===== config.mk =====
export PLATFORM = sky130hd
export DESIGN_NAME = gtps_cordic_cell
export DESIGN_NICKNAME = d
export VERILOG_FILES = /design/src/design/go_to_point_steering_unit_assert.svh /design/src/design/gtps_pkg.sv /design/src/design/gtps_cordic_cell.sv
export SDC_FILE = /design/constraint.sdc
export NUM_CORES = 1
export LEC_CHECK = 0
export ABC_AREA = 1
export BUFFER_PORTS_ARGS = -buffer_cell sky130_fd_sc_hd__buf_2
export CORE_UTILIZATION = 46
export CTS_BUF_LIST = sky130_fd_sc_hd__clkbuf_16
export DETAILED_ROUTE_END_ITERATION = 12
export PLACE_DENSITY = 0.71
export SYNTH_ARGS = -nofsm -noshare
export SYNTH_HDL_FRONTEND = slang
export SYNTH_SLANG_ARGS = --single-unit
export TNS_END_PERCENT = 100

===== constraint.sdc =====
create_clock -name clk_i -period 5.6 [get_ports clk_i]
set_input_delay 1.12 -clock clk_i [delete_from_list [all_inputs] [get_ports clk_i]]
set_output_delay 1.12 -clock clk_i [all_outputs]
set_load 0.1 [all_outputs]

===== src/design/go_to_point_steering_unit_assert.svh =====
// Assertion macros for the go-to-point steering unit.
// Both macros sample on clk_i and are disabled while rst_ni is low.
`ifndef GO_TO_POINT_STEERING_UNIT_ASSERT_SVH
`define GO_TO_POINT_STEERING_UNIT_ASSERT_SVH
`ifndef SYNTHESIS
`define GTPS_ASSERT(lbl, prop) \
  lbl: assert property (@(posedge clk_i) disable iff (!rst_ni) (prop)) \
    else $error("gtps: assertion failed");
`define GTPS_ASSERT_MSG(lbl, prop, msg) \
  lbl: assert property (@(posedge clk_i) disable iff (!rst_ni) (prop)) else $error(msg);
`else
`define GTPS_ASSERT(lbl, prop)
`define GTPS_ASSERT_MSG(lbl, prop, msg)
`endif
`endif


===== src/design/gtps_pkg.sv =====
package gtps_pkg;

  localparam int COORD_BITS      = 12;
  localparam int ANGLE_FRAC_BITS = 12;
  localparam int CORDIC_STAGES   = 14;

  localparam int GAIN_W  = 16;
  localparam int TOP_W   = 8;
  localparam int RAD_W   = 12;
  localparam int HEAD_W  = 15;
  localparam int SPEED_W = 9;
  localparam int CFG_W   = 16;

  localparam int TAB_LEN = 20;
  localparam int NSTG    = (CORDIC_STAGES < TAB_LEN) ? CORDIC_STAGES : TAB_LEN;
  localparam int IDX_W   = $clog2(TAB_LEN);

  // coordinate difference, CORDIC vector and angle widths
  localparam int DW        = COORD_BITS + 1;
  localparam int PRE_SHIFT = 16;
  localparam int XW        = DW + PRE_SHIFT + 3;
  localparam int ZW        = ANGLE_FRAC_BITS + 4;

  // squared distance
  localparam int SQ_W  = 2 * COORD_BITS + 1;
  localparam int RSQ_W = 2 * RAD_W;
  localparam int CMP_W = (SQ_W > RSQ_W) ? SQ_W : RSQ_W;

  // heading error, product and speed sums
  localparam int EW    = ((ZW > HEAD_W) ? ZW : HEAD_W) + 1;
  localparam int WW    = EW + 2;
  localparam int ERR_W = ANGLE_FRAC_BITS + 3;
  localparam int PW    = ERR_W + GAIN_W + 1;
  localparam int FS    = ANGLE_FRAC_BITS + 8;
  localparam int SW    = ((PW > TOP_W + FS + 1) ? PW : TOP_W + FS + 1) + 2;

  localparam logic [GAIN_W-1:0] GAIN_RST = GAIN_W'(256);
  localparam logic [TOP_W-1:0]  TOP_RST  = TOP_W'(128);
  localparam logic [RAD_W-1:0]  RAD_RST  = RAD_W'(16);
  localparam logic [RSQ_W-1:0]  RAD_SQ_RST = RSQ_W'(16 * 16);

  typedef enum logic [1:0] {
    CFG_STEER_GAIN    = 2'd0,
    CFG_TOP_SPEED     = 2'd1,
    CFG_ARRIVE_RADIUS = 2'd2
  } cfg_idx_e;

  // atan(2^-i) in Q30, then rounded into ANGLE_FRAC_BITS fraction bits
  localparam longint ATAN_Q30 [TAB_LEN] = '{
    64'sd843314856, 64'sd497837829, 64'sd263043836, 64'sd133525158, 64'sd67021686,
    64'sd33543515,  64'sd16775850,  64'sd8388437,   64'sd4194282,   64'sd2097149,
    64'sd1048575,   64'sd524287,    64'sd262143,    64'sd131071,    64'sd65535,
    64'sd32767,     64'sd16383,     64'sd8191,      64'sd4095,      64'sd2047
  };
  localparam longint PI_Q30 = 64'sd3373259426;

  function automatic longint q30_round(longint v);
    return (v + (longint'(1) <<< (29 - ANGLE_FRAC_BITS))) >>> (30 - ANGLE_FRAC_BITS);
  endfunction

  localparam longint PI_ANG = q30_round(PI_Q30);
  localparam longint TWO_PI = 2 * PI_ANG;
  localparam longint ONE_RAD = longint'(1) <<< ANGLE_FRAC_BITS;
  localparam logic signed [ZW-1:0] PI_Z = ZW'(PI_ANG);

  // worst-case number of 2*pi corrections, done as a binary greedy reduction
  localparam longint ERR_MAX = (longint'(1) <<< (HEAD_W - 1)) + PI_ANG +
                               (longint'(2) <<< ANGLE_FRAC_BITS);
  localparam longint WRAP_N  = (ERR_MAX - PI_ANG + TWO_PI - 1) / TWO_PI;
  localparam int WRAP_STEPS  = (WRAP_N < 2) ? 1 : $clog2(WRAP_N + 1);

  function automatic logic signed [ZW-1:0] atan_angle(int i);
    return ZW'(q30_round(ATAN_Q30[i]));
  endfunction

  // word handed along the CORDIC chain
  typedef struct packed {
    logic signed [XW-1:0]     x;
    logic signed [XW-1:0]     y;
    logic signed [ZW-1:0]     z;
    logic signed [HEAD_W-1:0] head;
    logic                     zero;
    logic                     arrived;
  } cdc_word_t;

endpackage


===== src/design/gtps_cordic_cell.sv =====
module gtps_cordic_cell (
  input  logic                              clk_i,
  input  logic                              rst_ni,
  input  logic [gtps_pkg::IDX_W-1:0]        idx_i,
  input  logic signed [gtps_pkg::ZW-1:0]    angle_i,
  input  logic                              valid_i,
  output logic                              ready_o,
  input  gtps_pkg::cdc_word_t               word_i,
  output logic                              valid_o,
  input  logic                              ready_i,
  output gtps_pkg::cdc_word_t               word_o
);
  import gtps_pkg::*;

  logic                 vld_q;
  cdc_word_t            word_q, word_d;
  logic signed [XW-1:0] xs, ys;

  assign ready_o = ~vld_q | ready_i;

  // one vectoring micro-rotation, driving y toward zero
  always_comb begin
    xs     = word_i.x >>> idx_i;
    ys     = word_i.y >>> idx_i;
    word_d = word_i;
    if (!word_i.y[XW-1]) begin
      word_d.x = word_i.x + ys;
      word_d.y = word_i.y - xs;
      word_d.z = word_i.z + angle_i;
    end else begin
      word_d.x = word_i.x - ys;
      word_d.y = word_i.y + xs;
      word_d.z = word_i.z - angle_i;
    end
  end

  always_ff @(posedge clk_i or negedge rst_ni) begin
    if (!rst_ni) begin
      vld_q <= 1'b0;
    end else if (ready_o) begin
      vld_q <= valid_i;
    end
  end

  always_ff @(posedge clk_i) begin
    if (ready_o && valid_i) word_q <= word_d;
  end

  assign valid_o = vld_q;
  assign word_o  = word_q;

endmodule


---- Word level (Yosys, flattened, before mapping) ----
Index checks and enable logic that the tools add are counted.
storage, ports and cells
  bits in read-only memories .............. 0
  bits in latches ......................... 0
  RAM bits ................................ 0
  register bits after elaboration ......... 98
  word-level logic and storage cells ...... 19
  memories ................................ 0
operators by class
  equality and inequality tests ........... 0
  bitwise logic cells ..................... 2
  $mul .................................... 0
  reduce and logical (&&, ||, !) cells .... 1
  multiplexer cells ....................... 1
  order comparisons ....................... 0
  $add $sub $neg .......................... 6
  shifts and indexed selects .............. 2
  div/mod/pow operators ................... 0
operators with widths
  cell               number
  $mux 80            1
  $add 32x32->32     2
  $sshr 32x5->32     2
  $sub 32x32->32     2
  $add 16x16->16     1
  $sub 16x16->16     1
  $logic_and 1x1->1  1
  $not 1->1          1
  $or 1x1->1         1

---- Depth between registers and ports, before layout ----
  depth after elaboration ................. 3
  gate-level depth with buffers ........... 33
  gate-level depth less buffers ........... 32

---- Least setup slack after synthesis ----
OpenSTA, ideal clock, no wires.
  path type ............................... input to register
  start point ............................. in valid_i
  end point ............................... reg word_q (netlist bit word_o[0]) (enable)
  stages on the path ...................... 2
  data arrival time ....................... 5.845 ns
  setup slack ............................. -0.828 ns
  data required time ...................... 5.017 ns
  cell sequence ........................... inv_1 > a21oi_1
between the ends
  word-level cells in the longest chain between the ends .. 1
RTL lines
  what                  RTL line                source
  start, declared       gtps_cordic_cell.sv:6   input logic valid_i,
  $logic_and 1x1->1     gtps_cordic_cell.sv:46  if (ready_o && valid_i) word_q <= word_d;
  end signal, assigned  gtps_cordic_cell.sv:46
  end, declared         gtps_cordic_cell.sv:16  cdc_word_t word_q, word_d;
Every way passes these cells.
A chain may end at the register's enable or synchronous reset.

==> key figures <==
Status
  – Status: finished clean

Layout
  – Layout cell share with drive strength beyond 1: 0.140
  – Post-route insts no fill: 2615
  – Most common cell after layout, fill and taps aside: nand2_1
  – Design area: 14700 um^2
  – Final Util: 0.541
  – Final net count: 2450
  – Most frequent cells in the layout: nand2_1 (699), nand3_1 (408), buf_2 (220)
  – Layout fillers: 2815
  – Layout Area Growth over Synthesis: 14.1%
  – # diodes: 0

Global routing
  – Total congestion overflow: 0
  – Initial antenna violation count: 0
  – Vias in the first global route: 13.1k
  – Largest net degree at the start of global routing: 77
  – All-Layer GR Usage: 0.299
  – Global-route wire length before repair: 68100 um

Routing
  – Drt wl/cell: 16.7 um
  – Vias per inst: 5.58
  – First drt pass iteration count: 5
  – Routed WL: 43800 um
  – Vias: 14.6k
  – Starting DRC count in detailed routing: 1614
  – DRC viols: 0
  – Post-route ant nets: 0

Timing
  – Hold WS: 0.515 ns
  – Setup WS post-layout: 0.496 ns
  – Clock Skew: 0.0121 ns
  – Fmax: 196 MHz
  – Setup Total Neg Slack: 0 ns
  – Max-slew headroom: 0.391
  – Fin crit share: 0.911
  – Worst slew pin tran: 0.911 ns
  – Final Max Tran Viols: 0
  – Final setup vio count: 0
  – Final hold vios: 0
  – RSZ-0062 raised after global routing: no
  – Fin crit period: 5.10 ns

Clock network
  – Post-CTS Setup Bufs: 0
  – Clock Latency Late Sink: 0.36 ns
  – H-tree levels: 3
  – Hold buffers post-CTS: 0
  – Gates resized, CTS repair: 0
  – CTS Root Cell: clkbuf_16
  – CTS Buffer Depth: 2
  – Clock sinks: 98
  – CTS tree: yes
  – Clock transition at path regs: 0.08 ns
  – TritonCTS Buffers: 9

Synthesis
  – Ranking of synthesized cells by area: edfxtp_1 (23%), nand2_1 (20%), nand3_1 (16%)
  – Mapped Avg Cell Area: 6.26 um^2
  – Cell taking the most area after synthesis: edfxtp_1
  – Number of synthesized flops with an enable pin: 97
  – Synthesized cell area: 12900 um^2
  – Asr flop ratio synth: 0.0102
  – #FFs+latches synth: 98
  – Yosys cell types: 42
  – Yosys top cell area share: 0.226
  – Net Count, Synth: 2269
  – Ys Warns: 0
  – Register area share after synthesis: 0.228
  – Ys flop type: edfxtp_1
  – Post-Syn Instances: 2057

Critical path
  – CP Data Required Time: 5.72 ns
  – Reg2reg start: valid_o$_DFFE_PN0N_
  – CP max stage delay: 0.51 ns
  – R2R setup slack: 3.59 ns
  – CP endpoint kind: flip-flop
  – Arrival time worst endpoint: 5.22 ns
  – CP delay by family, top: simple AND/OR/NAND/NOR gates
  – Critical-path top delay cell: nor4_1
  – WP buf/inv: 5
  – CP dominant cell by count: nand2_1
  – Critical path peak fanout: 61
  – Startpoint Class: input pin
  – Kind of critical path: input pin to flip-flop
  – Worst setup startpoint: idx_i[0]

Floorplan
  – # rows: 60
  – CORE AREA: 27200 um^2
  – IO Count: 221
  – Die height: 169 um
  – Initial Utilization: 0.474
  – DIE WIDTH: 169 um
  – Die footprint: 28700 um^2

Place
  – Port Buffers: 220
  – Gp weighted congestion: 0.992
  – Dpl ws: 0.0701 ns
  – Post-DP Area: 14400 um^2
  – Dpl hpwl: 35500 um
  – Placed cells: 2597

Pwr
  – Pwr dens: 285 nW/um^2
  – Total Power Consumption: 4.20 mW
  – Cell leakage power: 7.62 nW
  – Peak VDD IR: 0.164 mV

Worst hold path
  – Min-Delay Path Class: input pin to async pin

Job
  – Max_cap viols: 0
-- per-layer routing --
layer  wire length, um  track usage  share of wire  up-vias
li1                  -            -              -     7227
met5                 0            0              0        -
met2             18400        0.458           0.42      684
met4              1170       0.0866          0.027        0
met3              3580       0.0413          0.082       58
met1             20600        0.435           0.47     6618
-- kinds of logic after synthesis --
| family | count (synthesis) | synth area share |
|---|---|---|
| flops | 98 | 0.228 |
| fa+ha+maj | 90 | 0.0892 |
| xor+xnor | 113 | 0.0768 |
| simple gates | 1293 | 0.432 |
| buf+inv | 247 | 0.0804 |
| compound gates | 216 | 0.0935 |
-- synthesized netlist by cell type (7+ instances only) --
| master | n |
|---|---|
| buf_2 | 33 |
| nor3_1 | 20 |
| nand2_1 | 699 |
| edfxtp_1 | 97 |
| nand2_2 | 7 |
| xor2_1 | 83 |
| xnor2_1 | 30 |
| nand3_1 | 408 |
| clkbuf_1 | 12 |
| nor2_2 | 13 |
| inv_1 | 152 |
| o21ai_0 | 55 |
| o21ai_1 | 9 |
| a21o_1 | 12 |
| nor2_1 | 109 |
| inv_2 | 14 |
| nand4_1 | 16 |
| buf_1 | 24 |
| o211ai_1 | 7 |
| ha_1 | 87 |
| a21oi_1 | 105 |
-- where the power goes --
part / internal, mW / switching [mW]
registers: 0.990 / 0.0261
logic: 0.640 / 1.89
clock network: 0.317 / 0.337
total: 1.95 / 2.25
-- worst register-to-register path, delay by kind of cell (launching register included) --
family                 cells  cell delay (ns)
AO/OA/AOI/OAI              1             0.74
buffers and inverters      1             0.40
flip-flops                 1             0.43
-- flip-flops by register name, summed over array words and instances (netlist names) --
register and cells:
valid_o 1, word_o 97
-- area by class of cell --
cell class | count | area (um^2) | share of cell area
inverters | 166 | 623 | 0.0424
well taps | 372 | 465 | 0.0317
multi-input cells | 1712 | 8920 | 0.607
clock buffers | 9 | 225 | 0.0153
clock inverters | 7 | 70.1 | 0.00477
flip-flops and latches | 98 | 2940 | 0.200
repair buffers | 251 | 1460 | 0.0992
-- final timing paths --
kind	to	depth (start not counted)
max	word_o[62]$_DFFE_PP_	28
min	valid_o$_DFFE_PN0N_	1
max reg2reg	word_o[94]$_DFFE_PP_	2
min reg2reg	valid_o$_DFFE_PN0N_	2
max in group asynchronous	valid_o$_DFFE_PN0N_	1
min in group clk_i	valid_o$_DFFE_PN0N_	2
No activity file was read; power rests on OpenSTA's default activity.
