[src/design/go_to_point_steering_unit_assert.svh]
// Assertion macros for the go-to-point steering unit.
// Both macros sample on clk_i and are disabled while rst_ni is low.
`ifndef GO_TO_POINT_STEERING_UNIT_ASSERT_SVH
`define GO_TO_POINT_STEERING_UNIT_ASSERT_SVH
`ifndef SYNTHESIS
`define GTPS_ASSERT(lbl, prop) \
  lbl: assert property (@(posedge clk_i) disable iff (!rst_ni) (prop)) \
    else $error("gtps: assertion failed");
`define GTPS_ASSERT_MSG(lbl, prop, msg) \
  lbl: assert property (@(posedge clk_i) disable iff (!rst_ni) (prop)) else $error(msg);
`else
`define GTPS_ASSERT(lbl, prop)
`define GTPS_ASSERT_MSG(lbl, prop, msg)
`endif
`endif

[src/design/gtps_pkg.sv]
package gtps_pkg;

  localparam int COORD_BITS      = 12;
  localparam int ANGLE_FRAC_BITS = 12;
  localparam int CORDIC_STAGES   = 14;

  localparam int GAIN_W  = 16;
  localparam int TOP_W   = 8;
  localparam int RAD_W   = 12;
  localparam int HEAD_W  = 15;
  localparam int SPEED_W = 9;
  localparam int CFG_W   = 16;

  localparam int TAB_LEN = 20;
  localparam int NSTG    = (CORDIC_STAGES < TAB_LEN) ? CORDIC_STAGES : TAB_LEN;
  localparam int IDX_W   = $clog2(TAB_LEN);

  // coordinate difference, CORDIC vector and angle widths
  localparam int DW        = COORD_BITS + 1;
  localparam int PRE_SHIFT = 16;
  localparam int XW        = DW + PRE_SHIFT + 3;
  localparam int ZW        = ANGLE_FRAC_BITS + 4;

  // squared distance
  localparam int SQ_W  = 2 * COORD_BITS + 1;
  localparam int RSQ_W = 2 * RAD_W;
  localparam int CMP_W = (SQ_W > RSQ_W) ? SQ_W : RSQ_W;

  // heading error, product and speed sums
  localparam int EW    = ((ZW > HEAD_W) ? ZW : HEAD_W) + 1;
  localparam int WW    = EW + 2;
  localparam int ERR_W = ANGLE_FRAC_BITS + 3;
  localparam int PW    = ERR_W + GAIN_W + 1;
  localparam int FS    = ANGLE_FRAC_BITS + 8;
  localparam int SW    = ((PW > TOP_W + FS + 1) ? PW : TOP_W + FS + 1) + 2;

  localparam logic [GAIN_W-1:0] GAIN_RST = GAIN_W'(256);
  localparam logic [TOP_W-1:0]  TOP_RST  = TOP_W'(128);
  localparam logic [RAD_W-1:0]  RAD_RST  = RAD_W'(16);
  localparam logic [RSQ_W-1:0]  RAD_SQ_RST = RSQ_W'(16 * 16);

  typedef enum logic [1:0] {
    CFG_STEER_GAIN    = 2'd0,
    CFG_TOP_SPEED     = 2'd1,
    CFG_ARRIVE_RADIUS = 2'd2
  } cfg_idx_e;

  // atan(2^-i) in Q30, then rounded into ANGLE_FRAC_BITS fraction bits
  localparam longint ATAN_Q30 [TAB_LEN] = '{
    64'sd843314856, 64'sd497837829, 64'sd263043836, 64'sd133525158, 64'sd67021686,
    64'sd33543515,  64'sd16775850,  64'sd8388437,   64'sd4194282,   64'sd2097149,
    64'sd1048575,   64'sd524287,    64'sd262143,    64'sd131071,    64'sd65535,
    64'sd32767,     64'sd16383,     64'sd8191,      64'sd4095,      64'sd2047
  };
  localparam longint PI_Q30 = 64'sd3373259426;

  function automatic longint q30_round(longint v);
    return (v + (longint'(1) <<< (29 - ANGLE_FRAC_BITS))) >>> (30 - ANGLE_FRAC_BITS);
  endfunction

  localparam longint PI_ANG = q30_round(PI_Q30);
  localparam longint TWO_PI = 2 * PI_ANG;
  localparam longint ONE_RAD = longint'(1) <<< ANGLE_FRAC_BITS;
  localparam logic signed [ZW-1:0] PI_Z = ZW'(PI_ANG);

  // worst-case number of 2*pi corrections, done as a binary greedy reduction
  localparam longint ERR_MAX = (longint'(1) <<< (HEAD_W - 1)) + PI_ANG +
                               (longint'(2) <<< ANGLE_FRAC_BITS);
  localparam longint WRAP_N  = (ERR_MAX - PI_ANG + TWO_PI - 1) / TWO_PI;
  localparam int WRAP_STEPS  = (WRAP_N < 2) ? 1 : $clog2(WRAP_N + 1);

  function automatic logic signed [ZW-1:0] atan_angle(int i);
    return ZW'(q30_round(ATAN_Q30[i]));
  endfunction

  // word handed along the CORDIC chain
  typedef struct packed {
    logic signed [XW-1:0]     x;
    logic signed [XW-1:0]     y;
    logic signed [ZW-1:0]     z;
    logic signed [HEAD_W-1:0] head;
    logic                     zero;
    logic                     arrived;
  } cdc_word_t;

endpackage

[src/design/gtps_back.sv]
module gtps_back (
  input  logic                                clk_i,
  input  logic                                rst_ni,
  input  logic                                valid_i,
  output logic                                ready_o,
  input  gtps_pkg::cdc_word_t                 word_i,
  input  logic [gtps_pkg::GAIN_W-1:0]         steer_gain_i,
  input  logic [gtps_pkg::TOP_W-1:0]          top_speed_i,
  output logic                                out_valid_o,
  input  logic                                out_stall_i,
  output logic signed [gtps_pkg::SPEED_W-1:0] left_speed_o,
  output logic signed [gtps_pkg::SPEED_W-1:0] right_speed_o,
  output logic                                arrived_o,
  output logic                                spinning_o
);
  import gtps_pkg::*;

  // stage W: heading error, wrapped
  logic                    w_vld_q, w_spin_q, w_arr_q;
  logic signed [ERR_W-1:0] w_err_q;
  logic signed [WW-1:0]    err_raw, err_wr, err_try;
  logic                    w_spin_d;
  // stage M: error times gain
  logic                 m_vld_q, m_spin_q, m_arr_q;
  logic signed [PW-1:0] m_prod_q, m_prod_d;
  // stage O: output word
  logic                      o_vld_q;
  logic signed [SPEED_W-1:0] o_left_q, o_right_q, o_left_d, o_right_d;
  logic                      o_arr_q, o_spin_q;

  logic w_rdy, m_rdy, o_rdy;
  logic signed [SW-1:0] base, prod_ext;
  logic signed [SW-1:0] top_ext;

  localparam logic signed [WW-1:0] PI_W  = WW'(PI_ANG);
  localparam logic signed [WW-1:0] ONE_W = WW'(ONE_RAD);

  function automatic logic signed [SPEED_W-1:0] round_clamp(logic signed [SW-1:0] v,
                                                             logic signed [SW-1:0] tp);
    logic signed [SW-1:0] r;
    r = (v + (SW'(1) <<< (FS - 1))) >>> FS;
    if (r > tp) r = tp;
    else if (r < -tp) r = -tp;
    return SPEED_W'(r);
  endfunction

  assign o_rdy   = ~o_vld_q | ~out_stall_i;
  assign m_rdy   = ~m_vld_q | o_rdy;
  assign w_rdy   = ~w_vld_q | m_rdy;
  assign ready_o = w_rdy;

  // wrap into [-pi, pi] by greedy multiples of 2*pi
  always_comb begin
    err_raw = (word_i.zero ? WW'(0) : WW'(word_i.z)) - WW'(word_i.head);
    err_wr  = err_raw;
    err_try = err_raw;
    if (err_raw > PI_W) begin
      for (int k = WRAP_STEPS - 1; k >= 0; k--) begin
        err_try = err_wr - WW'(TWO_PI <<< k);
        if (err_try > -PI_W) err_wr = err_try;
      end
    end else if (err_raw < -PI_W) begin
      for (int k = WRAP_STEPS - 1; k >= 0; k--) begin
        err_try = err_wr + WW'(TWO_PI <<< k);
        if (err_try < PI_W) err_wr = err_try;
      end
    end
    w_spin_d = (err_wr > ONE_W) || (err_wr < -ONE_W);
  end

  assign m_prod_d = PW'(w_err_q) * PW'($signed({1'b0, steer_gain_i}));

  always_comb begin
    top_ext  = SW'($signed({1'b0, top_speed_i}));
    base     = top_ext <<< FS;
    prod_ext = SW'(m_prod_q);
    if (m_arr_q) begin
      o_left_d  = '0;
      o_right_d = '0;
    end else if (m_spin_q) begin
      o_left_d  = round_clamp(prod_ext, top_ext);
      o_right_d = -o_left_d;
    end else begin
      o_left_d  = round_clamp(base - prod_ext, top_ext);
      o_right_d = round_clamp(base + prod_ext, top_ext);
    end
  end

  always_ff @(posedge clk_i or negedge rst_ni) begin
    if (!rst_ni) begin
      w_vld_q <= 1'b0;
      m_vld_q <= 1'b0;
      o_vld_q <= 1'b0;
    end else begin
      if (w_rdy) w_vld_q <= valid_i;
      if (m_rdy) m_vld_q <= w_vld_q;
      if (o_rdy) o_vld_q <= m_vld_q;
    end
  end

  always_ff @(posedge clk_i) begin
    if (w_rdy && valid_i) begin
      w_err_q  <= ERR_W'(err_wr);
      w_spin_q <= w_spin_d;
      w_arr_q  <= word_i.arrived;
    end
    if (m_rdy && w_vld_q) begin
      m_prod_q <= m_prod_d;
      m_spin_q <= w_spin_q & ~w_arr_q;
      m_arr_q  <= w_arr_q;
    end
    if (o_rdy && m_vld_q) begin
      o_left_q  <= o_left_d;
      o_right_q <= o_right_d;
      o_arr_q   <= m_arr_q;
      o_spin_q  <= m_spin_q;
    end
  end

  assign out_valid_o   = o_vld_q;
  assign left_speed_o  = o_left_q;
  assign right_speed_o = o_right_q;
  assign arrived_o     = o_arr_q;
  assign spinning_o    = o_spin_q;

endmodule

[config.mk]
export PLATFORM = sky130hd
export DESIGN_NAME = gtps_back
export DESIGN_NICKNAME = d
export VERILOG_FILES = /design/src/design/go_to_point_steering_unit_assert.svh /design/src/design/gtps_pkg.sv /design/src/design/gtps_back.sv
export SDC_FILE = /design/constraint.sdc
export NUM_CORES = 1
export LEC_CHECK = 0
export BUFFER_PORTS_ARGS = -buffer_cell sky130_fd_sc_hd__clkbuf_2
export CAP_MARGIN = 20
export CORE_MARGIN = 4
export CORE_UTILIZATION = 55
export CTS_BUF_LIST = sky130_fd_sc_hd__clkbuf_4
export CTS_CLUSTER_DIAMETER = 60
export DETAILED_ROUTE_END_ITERATION = 7
export PLACE_DENSITY_LB_ADDON = 0.2
export SLEW_MARGIN = 30
export SYNTH_ARGS = -nofsm -noshare
export SYNTH_HDL_FRONTEND = slang
export SYNTH_SLANG_ARGS = --single-unit
[constraint.sdc]
create_clock -name clk_i -period 9.34 [get_ports clk_i]
set_input_delay 0.934 -clock clk_i [delete_from_list [all_inputs] [get_ports clk_i]]
set_output_delay 0.934 -clock clk_i [all_outputs]
set_load 0.005 [all_outputs]
# Yosys cells after proc, flatten, opt, wreduce, memory -nomap -nowiden
# Index checks and enable logic that the tools add are counted.
# classes
mux,15
add_sub_neg,10
n_mul,1
bitwise_logic,9
reduce_logical,4
n_lt_le_gt_ge,12
# op_table
operator,count
19-bit 2-to-1 mux,5
9-bit 2-to-1 mux,10
"33-bit by 21-bit adder with 34-bit output, second input constant",2
14-bit by 34-bit < comparator with 1-bit output,2
"19-bit by 15-bit > comparator with 1-bit output, second input constant",2
"19-bit by 15-bit < comparator with 1-bit output, second input constant",2
13-bit by 34-bit < comparator with 1-bit output,1
8-bit negator with 34-bit output,1
29-bit by 32-bit adder with 33-bit output,1
"32-bit by 21-bit adder with 33-bit output, second input constant",1
29-bit by 32-bit subtractor with 33-bit output,1
15-bit by 17-bit multiplier with 32-bit output,1
14-bit by 9-bit > comparator with 1-bit output,2
"19-bit by 16-bit adder with 19-bit output, second input constant",1
"19-bit by 14-bit > comparator with 1-bit output, second input constant",1
"19-bit by 13-bit < comparator with 1-bit output, second input constant",1
19-bit by 15-bit subtractor with 19-bit output,1
"19-bit by 16-bit subtractor with 19-bit output, second input constant",1
13-bit by 9-bit > comparator with 1-bit output,1
9-bit negator,1
1-bit inverter,5
1-bit logical AND,3
1-bit OR,3
1-bit AND,1
1-bit logical OR,1
# word_totals
word_cells,64
ff_bits,74
output_inout_bits,22
inputBits,125

# Depth between registers and ports, before layout
# Gate-level depths: netlist of the first run.
# logic_depth
depth_word,9
ltp_mapped,26
mapped_depth_nobuf,26

# Worst setup path after synthesis of the first run
# OpenSTA, ideal clock, no wires.
# synth_timing
path_type,input to register
startpoint,in steer_gain_i[5] (netlist bit)
endpoint,reg m_prod_q[30] (data pin)
slack_ps,2374
arrival_ps,6709
setup_time_ps,258
n_path_buf,1
stages,23
cell_sequence,clkbuf_1 nand2_1 fa_1 inv_1 fa_1 inv_1 fa_1 fa_1 inv_1 fa_1 fa_1 ha_1 inv_1 o21bai_1 a211oi_1 o21ai_0 a31o_2 o211ai_1 o21ai_0 or4_1 a41o_1 a21oi_1 xnor2_1
# synth_between
elab_chain_len,1
# synth_lines
item,line_no,source
"start, declared",gtps_back.sv:7,"input logic [gtps_pkg::GAIN_W-1:0] steer_gain_i,"
15-bit by 17-bit multiplier with 32-bit output,gtps_back.sv:71,"assign m_prod_d = PW'(w_err_q) * PW'($signed({1'b0, steer_gain_i}));"
named net m_prod_d[30],gtps_back.sv:25,"logic signed [PW-1:0] m_prod_q, m_prod_d;"
"end signal, assigned",gtps_back.sv:108,m_prod_q <= m_prod_d;
"end, declared",gtps_back.sv:25,
# The timed path passes the listed nets, and every way through them passes these cells.
# A chain may end at the register's enable or synchronous reset.

# Final worst setup path of the first run
# layout_timing
startpoint,reg w_err_q[5]
endpoint,reg m_prod_q[30] (data pin)
# layout_between
elab_chain_len,1
# layout_lines
item,line_no,source
"start, declared",gtps_back.sv:20,logic signed [ERR_W-1:0] w_err_q;
"start signal, assigned",gtps_back.sv:103,w_err_q <= ERR_W'(err_wr);
15-bit by 17-bit multiplier with 32-bit output,gtps_back.sv:71,
named net m_prod_d[30],gtps_back.sv:25,
# The timed path passes the listed nets, and every way through them passes these cells.

==> metrics.md, run 1 <==
| Metric | Value |
|---|---|
| Status | `completed` |
| Area leader, netlist | `fa_1` |
| YS warnings | `0` |
| CP max-delay cell | `edfxtp_1` |
| Die width | `183.0 um` |
| Cells taking the most area after synthesis | `fa_1, ha_1, edfxtp_1` |
| Global route overflow | `0` |
| Wire per inst | `17.52 um` |
| Vias in the first global route | `14,120` |
| Die Footprint | `0.03349 mm2` |
| Die height | `183.0 um` |
| Maximum clock path buffer count | `2` |
| Area of the core | `0.02995 mm2` |
| Post-Syn Instances | `1,897` |
| Crit end category | `flop` |
| Critical path buffers and inverters | `3` |
| RSZ-0062 raised after global routing | `no` |
| Stages on worst setup path | `24` |
| Pin slew with the least headroom to its limit | `1.014 ns` |
| Residual DRC | `0` |
| CTS buffer count | `9` |
| Max incr delay on CP | `0.90 ns` |
| Total Routing Usage GR | `0.2485` |
| First-pass GRT wire length | `69,250 um` |
| Post-DP HPWL | `33,200 um` |
| Main synth FF type | `edfxtp_1` |
| Sequential-to-total area share from yosys stat | `0.1310` |
| CP Max Fanout | `16` |
| Root buffer cell | `clkbuf_4` |
| Gpl congestion | `0.9148` |
| Placed cell count | `2,312` |
| Worst Setup SP | `w_err_q[5]$_DFFE_PP_` |
| Slew headroom | `0.3221` |
| Arrival time worst endpoint | `7.56 ns` |
| Final hold vios | `0` |
| Clk_skew | `0.02107 ns` |
| Postcts setup bufs | `0` |
| Crit path top cell by count | `fa_1` |
| Netlist cell types | `92` |
| Worst path required time | `9.53 ns` |
| Area Overhead vs Synth | `4.962%` |
| Initial antenna violation count | `1` |
| Clock sink count | `74` |
| CTS tree | `built` |
| Cts hold-fix bufs | `0` |
| Wirelength, routed | `40,810 um` |
| Input/output buffers | `82` |
| Mean Syn Cell Area | `8.880 um2` |
| Vias per cell | `5.951` |
| Vias | `13,860` |
| Nets@finish | `2,477` |
| Critical path type | `reg -> reg` |
| CTS resizes | `0` |
| Net Count, Synth | `2,441` |
| DR pass1 iterations | `6` |
| Largest net degree at the start of global routing | `35` |
| Upper clock frequency limit | `135.6 MHz` |
| Crit path cell chain | `nand2_1 > fa_1 > inv_1 > fa_1 > ha_1 > ha_1 > inv_1 > fa_1 > fa_1 > inv_1 > ha_1 > a21oi_1 > o21bai_1 > a21oi_1 > o21bai_1 > a211oi_1 > o21ai_0 > a31o_2 > o211ai_1 > o21ai_0 > or4_1 > a41o_1 > a21oi_1 > xnor2_1` |
| Pins Over Slew Limit | `0` |
| Clock transition at path regs | `0.12 ns` |
| Max_cap viols | `0` |
| CTS H-tree lvls | `3` |
| Final worst path period share | `0.7896` |
| Post-synth EDFFs | `71` |
| Layout Cells excl Fill | `2,329` |
| Num ports | `147` |
| Final setup viols | `0` |
| Setup_tns | `0 ns` |
| Reg2Reg Depth | `24` |
| Starting DRC count in detailed routing | `999` |
| CP delay by family, top | `adder cells` |
| RR Endpoint | `m_prod_q[30]$_DFFE_PP_` |
| Worst R2R Setup Slack | `1.97 ns` |
| Synthesized area | `0.01685 mm2` |
| Rows | `63` |
| Clk_lat worst skew | `0.45 ns` |
| Share of cells above drive strength 1 | `0.08720` |
| Initial core utilization | `0.5624` |
| Min Tclk post-route | `7.375 ns` |
| Post-synth top area share | `0.2187` |
| Ys async rst share | `0.04054` |
| Hold crit path type | `in -> async` |
| Critical path launch point type | `flop` |
| Register bit total from synthesis | `74` |
| Reg-to-Reg Start | `w_err_q[5]$_DFFE_PP_` |
| Routed Antenna Nets | `0` |
==> sequential cells by signal, summed over array words and instances (netlist names), 9 cells and up <==
| name | count |
|---|---|
| m_prod_q | 32 |
| left_speed_o | 9 |
| right_speed_o | 9 |
| w_err_q | 15 |
==> cells in the mapped netlist (6+ instances only) <==
| cell | number |
|---|---|
| a211o_1 | 10 |
| a211oi_1 | 15 |
| a21boi_0 | 6 |
| a21o_1 | 22 |
| a21oi_1 | 80 |
| a31oi_1 | 14 |
| a41oi_1 | 8 |
| and2_1 | 94 |
| and3_1 | 10 |
| clkbuf_1 | 56 |
| edfxtp_1 | 71 |
| fa_1 | 184 |
| ha_1 | 235 |
| inv_1 | 263 |
| mux2_2 | 11 |
| mux2i_1 | 15 |
| nand2_1 | 202 |
| nand2b_1 | 33 |
| nand3_1 | 32 |
| nand4_1 | 20 |
| nor2_1 | 74 |
| nor2b_1 | 41 |
| nor3_1 | 30 |
| nor4_1 | 8 |
| o211ai_1 | 12 |
| o21a_1 | 38 |
| o21ai_0 | 42 |
| o21bai_1 | 12 |
| o22ai_1 | 18 |
| o31ai_1 | 10 |
| or2_2 | 11 |
| or3_1 | 14 |
| xnor2_1 | 62 |
| xor2_1 | 18 |
==> worst max-delay path by stage <==
stage	endpoint	slack, ns
2_1_floorplan	m_prod_q[30]$_DFFE_PP_	2.37
5_1_grt	m_prod_q[30]$_DFFE_PP_	1.58
6_report	m_prod_q[30]$_DFFE_PP_	1.97
3_3_place_gp	m_prod_q[30]$_DFFE_PP_	1.75
3_5_place_dp	m_prod_q[30]$_DFFE_PP_	1.67
4_1_cts	m_prod_q[30]$_DFFE_PP_	1.98
==> cells in the final DEF (no fill, tap or decap), types with 29 or more instances in the layout <==
cell | Yosys | layout
nor3_1 | 30 | 29
a21oi_1 | 80 | 80
nand2_1 | 202 | 202
and2_1 | 94 | 94
nand3_1 | 32 | 32
clkbuf_2 | 0 | 82
nor2b_1 | 41 | 41
ha_1 | 235 | 235
nand2b_1 | 33 | 33
o21ai_0 | 42 | 42
xnor2_1 | 62 | 62
o21a_1 | 38 | 38
inv_1 | 263 | 263
edfxtp_1 | 71 | 71
nor2_1 | 74 | 74
fa_1 | 184 | 184
==> metal layers <==
metal | wire, um | track usage
met1 | 17480 | 0.3324
met2 | 20380 | 0.4365
met3 | 2244 | 0.03154
met4 | 709 | 0.05066
met5 | 0 | 0
==> cells by family after synthesis <==
| group | count (synthesis) | synth area share |
|---|---|---|
| XOR/XNOR | 83 | 0.04449 |
| buffers and inverters | 330 | 0.07553 |
| adder cells (fa/ha/maj) | 419 | 0.3932 |
| multiplexers | 26 | 0.01627 |
| AND/OR/NAND/NOR | 595 | 0.1798 |
| AO/OA/AOI/OAI | 370 | 0.1597 |
| flip-flops | 74 | 0.1310 |
==> final cells by class <==
class | count | area, um2
clock buffers | 9 | 67.56
clock inverters | 7 | 68.82
diodes | 1 | 2.502
flip-flops and latches | 74 | 2207
inverters | 265 | 994.7
fillers | 2735 | 12270
repair buffers | 90 | 470.5
well taps | 390 | 488.0
multi-input cells | 1493 | 13380
==> through the flow <==
stage / hold slack [ns] / cell area, um2 / utilization / setup slack [ns]
4_1_cts: 0.2394 / 17670 / 0.5901 / 1.977
2_1_floorplan: 0.4244 / 16850 / - / 2.374
5_1_grt: 0.2407 / 17680 / 0.5903 / 1.582
3_3_place_gp: 0.4325 / 17530 / 0.5853 / 1.753
3_5_place_dp: 0.4378 / 17540 / 0.5855 / 1.665
6_report: 0.2758 / 17680 / 0.5903 / 1.965
Power of run 1 is not shown: default switching activity piles up to over one toggle a cycle in this logic, so the estimate is an artifact.
==> run 2, diff against run 1 <==
Clock period 9.34 ns to 7.4 ns, I/O delays scaled along.
==> run 2 against run 1 <==
Wire length is essentially flat. Global-route usage shrank 0.16 points. Critical path depth shrank 1. Largest cell class unchanged. Worst setup slack lost 1.6 ns. Non-clock buffer count grew 29. Highest routed layer unchanged.
==> metrics.md, run 2 (synthesized netlist as in run 1, its figures left out) <==
| Metric | Value |
|---|---|
| Area Overhead vs Synth | `6.544%` |
| Top reg by flops | `m_prod_q` |
| CP Max Fanout | `10` |
| Routed Antenna Nets | `0` |
| Commonest non-fill, non-tap cell in the layout | `inv_1` |
| Status | `completed` |
| RSZ-0062 raised after global routing | `no` |
| Rows | `63` |
| CTS H-tree lvls | `3` |
| Setup_tns | `0 ns` |
| Global route overflow | `0` |
| Wirelength, routed | `40,780 um` |
| Leading registers by flop count | `m_prod_q: 32 flops, w_err_q: 15 flops` |
| Root buffer cell | `clkbuf_4` |
| Die height | `183.0 um` |
| CP delay by family, top | `adder cells` |
| Share of cells above drive strength 1 | `0.1007` |
| Max_cap viols | `0` |
| Pins Over Slew Limit | `0` |
| Pin slew with the least headroom to its limit | `1.012 ns` |
| Clock sink count | `74` |
| Max incr delay on CP | `0.60 ns` |
| Wire per inst | `17.29 um` |
| Initial antenna violation count | `1` |
| Critical path launch point type | `flop` |
| Crit path cell chain | `and2_1 > fa_1 > fa_1 > ha_1 > ha_1 > inv_1 > fa_1 > fa_1 > inv_1 > ha_1 > a21oi_1 > o21bai_1 > a21oi_1 > o21bai_1 > a211oi_1 > o21ai_0 > a31o_2 > o211ai_1 > o21ai_0 > or4_1 > a41o_1 > a21oi_1 > xnor2_1` |
| Area of the core | `0.02995 mm2` |
| Worst path required time | `7.61 ns` |
| Num ports | `147` |
| Largest net degree at the start of global routing | `35` |
| Upper clock frequency limit | `143.0 MHz` |
| Initial core utilization | `0.5624` |
| Final hold vios | `0` |
| Core Util, Final | `0.5992` |
| CP max-delay cell | `edfxtp_1` |
| Total Routing Usage GR | `0.2469` |
| Hold crit path type | `in -> async` |
| CTS buffer count | `9` |
| Min Tclk post-route | `6.992 ns` |
| Crit path top cell by count | `fa_1` |
| Critical path type | `reg -> reg` |
| Area of the multi-input gates | `0.01338 mm2` |
| Clk_lat worst skew | `0.44 ns` |
| Starting DRC count in detailed routing | `1,016` |
| Post-DP HPWL | `34,240 um` |
| Arrival time worst endpoint | `7.20 ns` |
| First-pass GRT wire length | `68,740 um` |
| Residual DRC | `0` |
| Input/output buffers | `82` |
| Register area | `0.002207 mm2` |
| Gpl congestion | `0.9550` |
| Crit end category | `flop` |
| Filler instances | `2,676` |
| Nets@finish | `2,506` |
| Vias | `13,890` |
| Max reg flops | `32` |
| CTS tree | `built` |
| Die width | `183.0 um` |
| Maximum clock path buffer count | `2` |
| Vias in the first global route | `14,000` |
| Final worst path period share | `0.9448` |
| Vias per cell | `5.892` |
| Die Footprint | `0.03349 mm2` |
| Final setup viols | `0` |
| Most frequent cells in the layout | `inv_1, ha_1, nand2_1, fa_1, and2_1` |
| Clk_skew | `0.01658 ns` |
| Critical path buffers and inverters | `2` |
| Slew headroom | `0.3235` |
| DR pass1 iterations | `6` |
| Clock transition at path regs | `0.12 ns` |
-- run 2: path summary, 6_finish.rpt --
check / depth (start not counted) / start / to / slack (ns)
setup reg to reg: 23 / w_err_q[2]$_DFFE_PP_ / m_prod_q[30]$_DFFE_PP_ / 0.41
hold reg to reg: 0 / w_arr_q$_DFFE_PP_ / m_arr_q$_DFFE_PP_ / 0.48
hold / removal: 1 / rst_ni / w_vld_q$_DFFE_PN0N_ / 0.08
setup / recovery: 23 / w_err_q[2]$_DFFE_PP_ / m_prod_q[30]$_DFFE_PP_ / 0.41
max in group asynchronous: 1 / rst_ni / out_valid_o$_DFFE_PN0P_ / 7.21
min in group clk_i: 0 / w_arr_q$_DFFE_PP_ / m_arr_q$_DFFE_PP_ / 0.48
-- run 2: repair_timing --
action / 4_1_cts / 5_1_grt
setup buffers: 0 / 4
gates resized for setup: 0 / 0
hold buffers: 0 / 0
setup endpoints to repair: 0 / 1
-- run 2: cell type report --
class | instances | share of cell area
clock buffer | 10 | 0.004183
tap | 390 | 0.02719
antenna | 1 | 0.0001394
clock inverter | 6 | 0.006413
inverter | 265 | 0.05542
sequential | 74 | 0.1230
multi-input combinational | 1493 | 0.7453
timing repair buffer | 119 | 0.03834
-- run 2: metal layers --
| metal | global-route usage | share of wire | routed length (um) |
|---|---|---|---|
| met4 | 0.05900 | 0.020 | 817 |
| met2 | 0.4274 | 0.49 | 19990 |
| met5 | 0 | 0 | 0 |
| met1 | 0.3375 | 0.44 | 17910 |
| met3 | 0.02261 | 0.050 | 2055 |
-- run 2: worst reg2reg max path: stages (launching register included) --
cell and delay (ns):
edfxtp_1 0.60, and2_1 0.28, fa_1 0.55, fa_1 0.42
ha_1 0.32, ha_1 0.29, inv_1 0.05, fa_1 0.51
fa_1 0.56, inv_1 0.04, ha_1 0.33, a21oi_1 0.23
o21bai_1 0.11, a21oi_1 0.23, o21bai_1 0.12, a211oi_1 0.32
o21ai_0 0.20, a31o_2 0.26, o211ai_1 0.23, o21ai_0 0.16
or4_1 0.44, a41o_1 0.25, a21oi_1 0.18, xnor2_1 0.09
-- run 2: per-stage QoR --
stage,cells,setup slack [ns],cell area (um2),hold slack [ns]
2_1_floorplan,1897,0.6277,16850,0.4244
3_3_place_gp,2337,0.2309,17720,0.4318
3_5_place_dp,2337,0.1464,17730,0.4498
4_1_cts,2353,0.3751,17920,0.05751
5_1_grt,2358,0.006740,17950,0.05549
6_report,2358,0.4082,17950,0.08211
Power of run 2 is left out for the same reason.
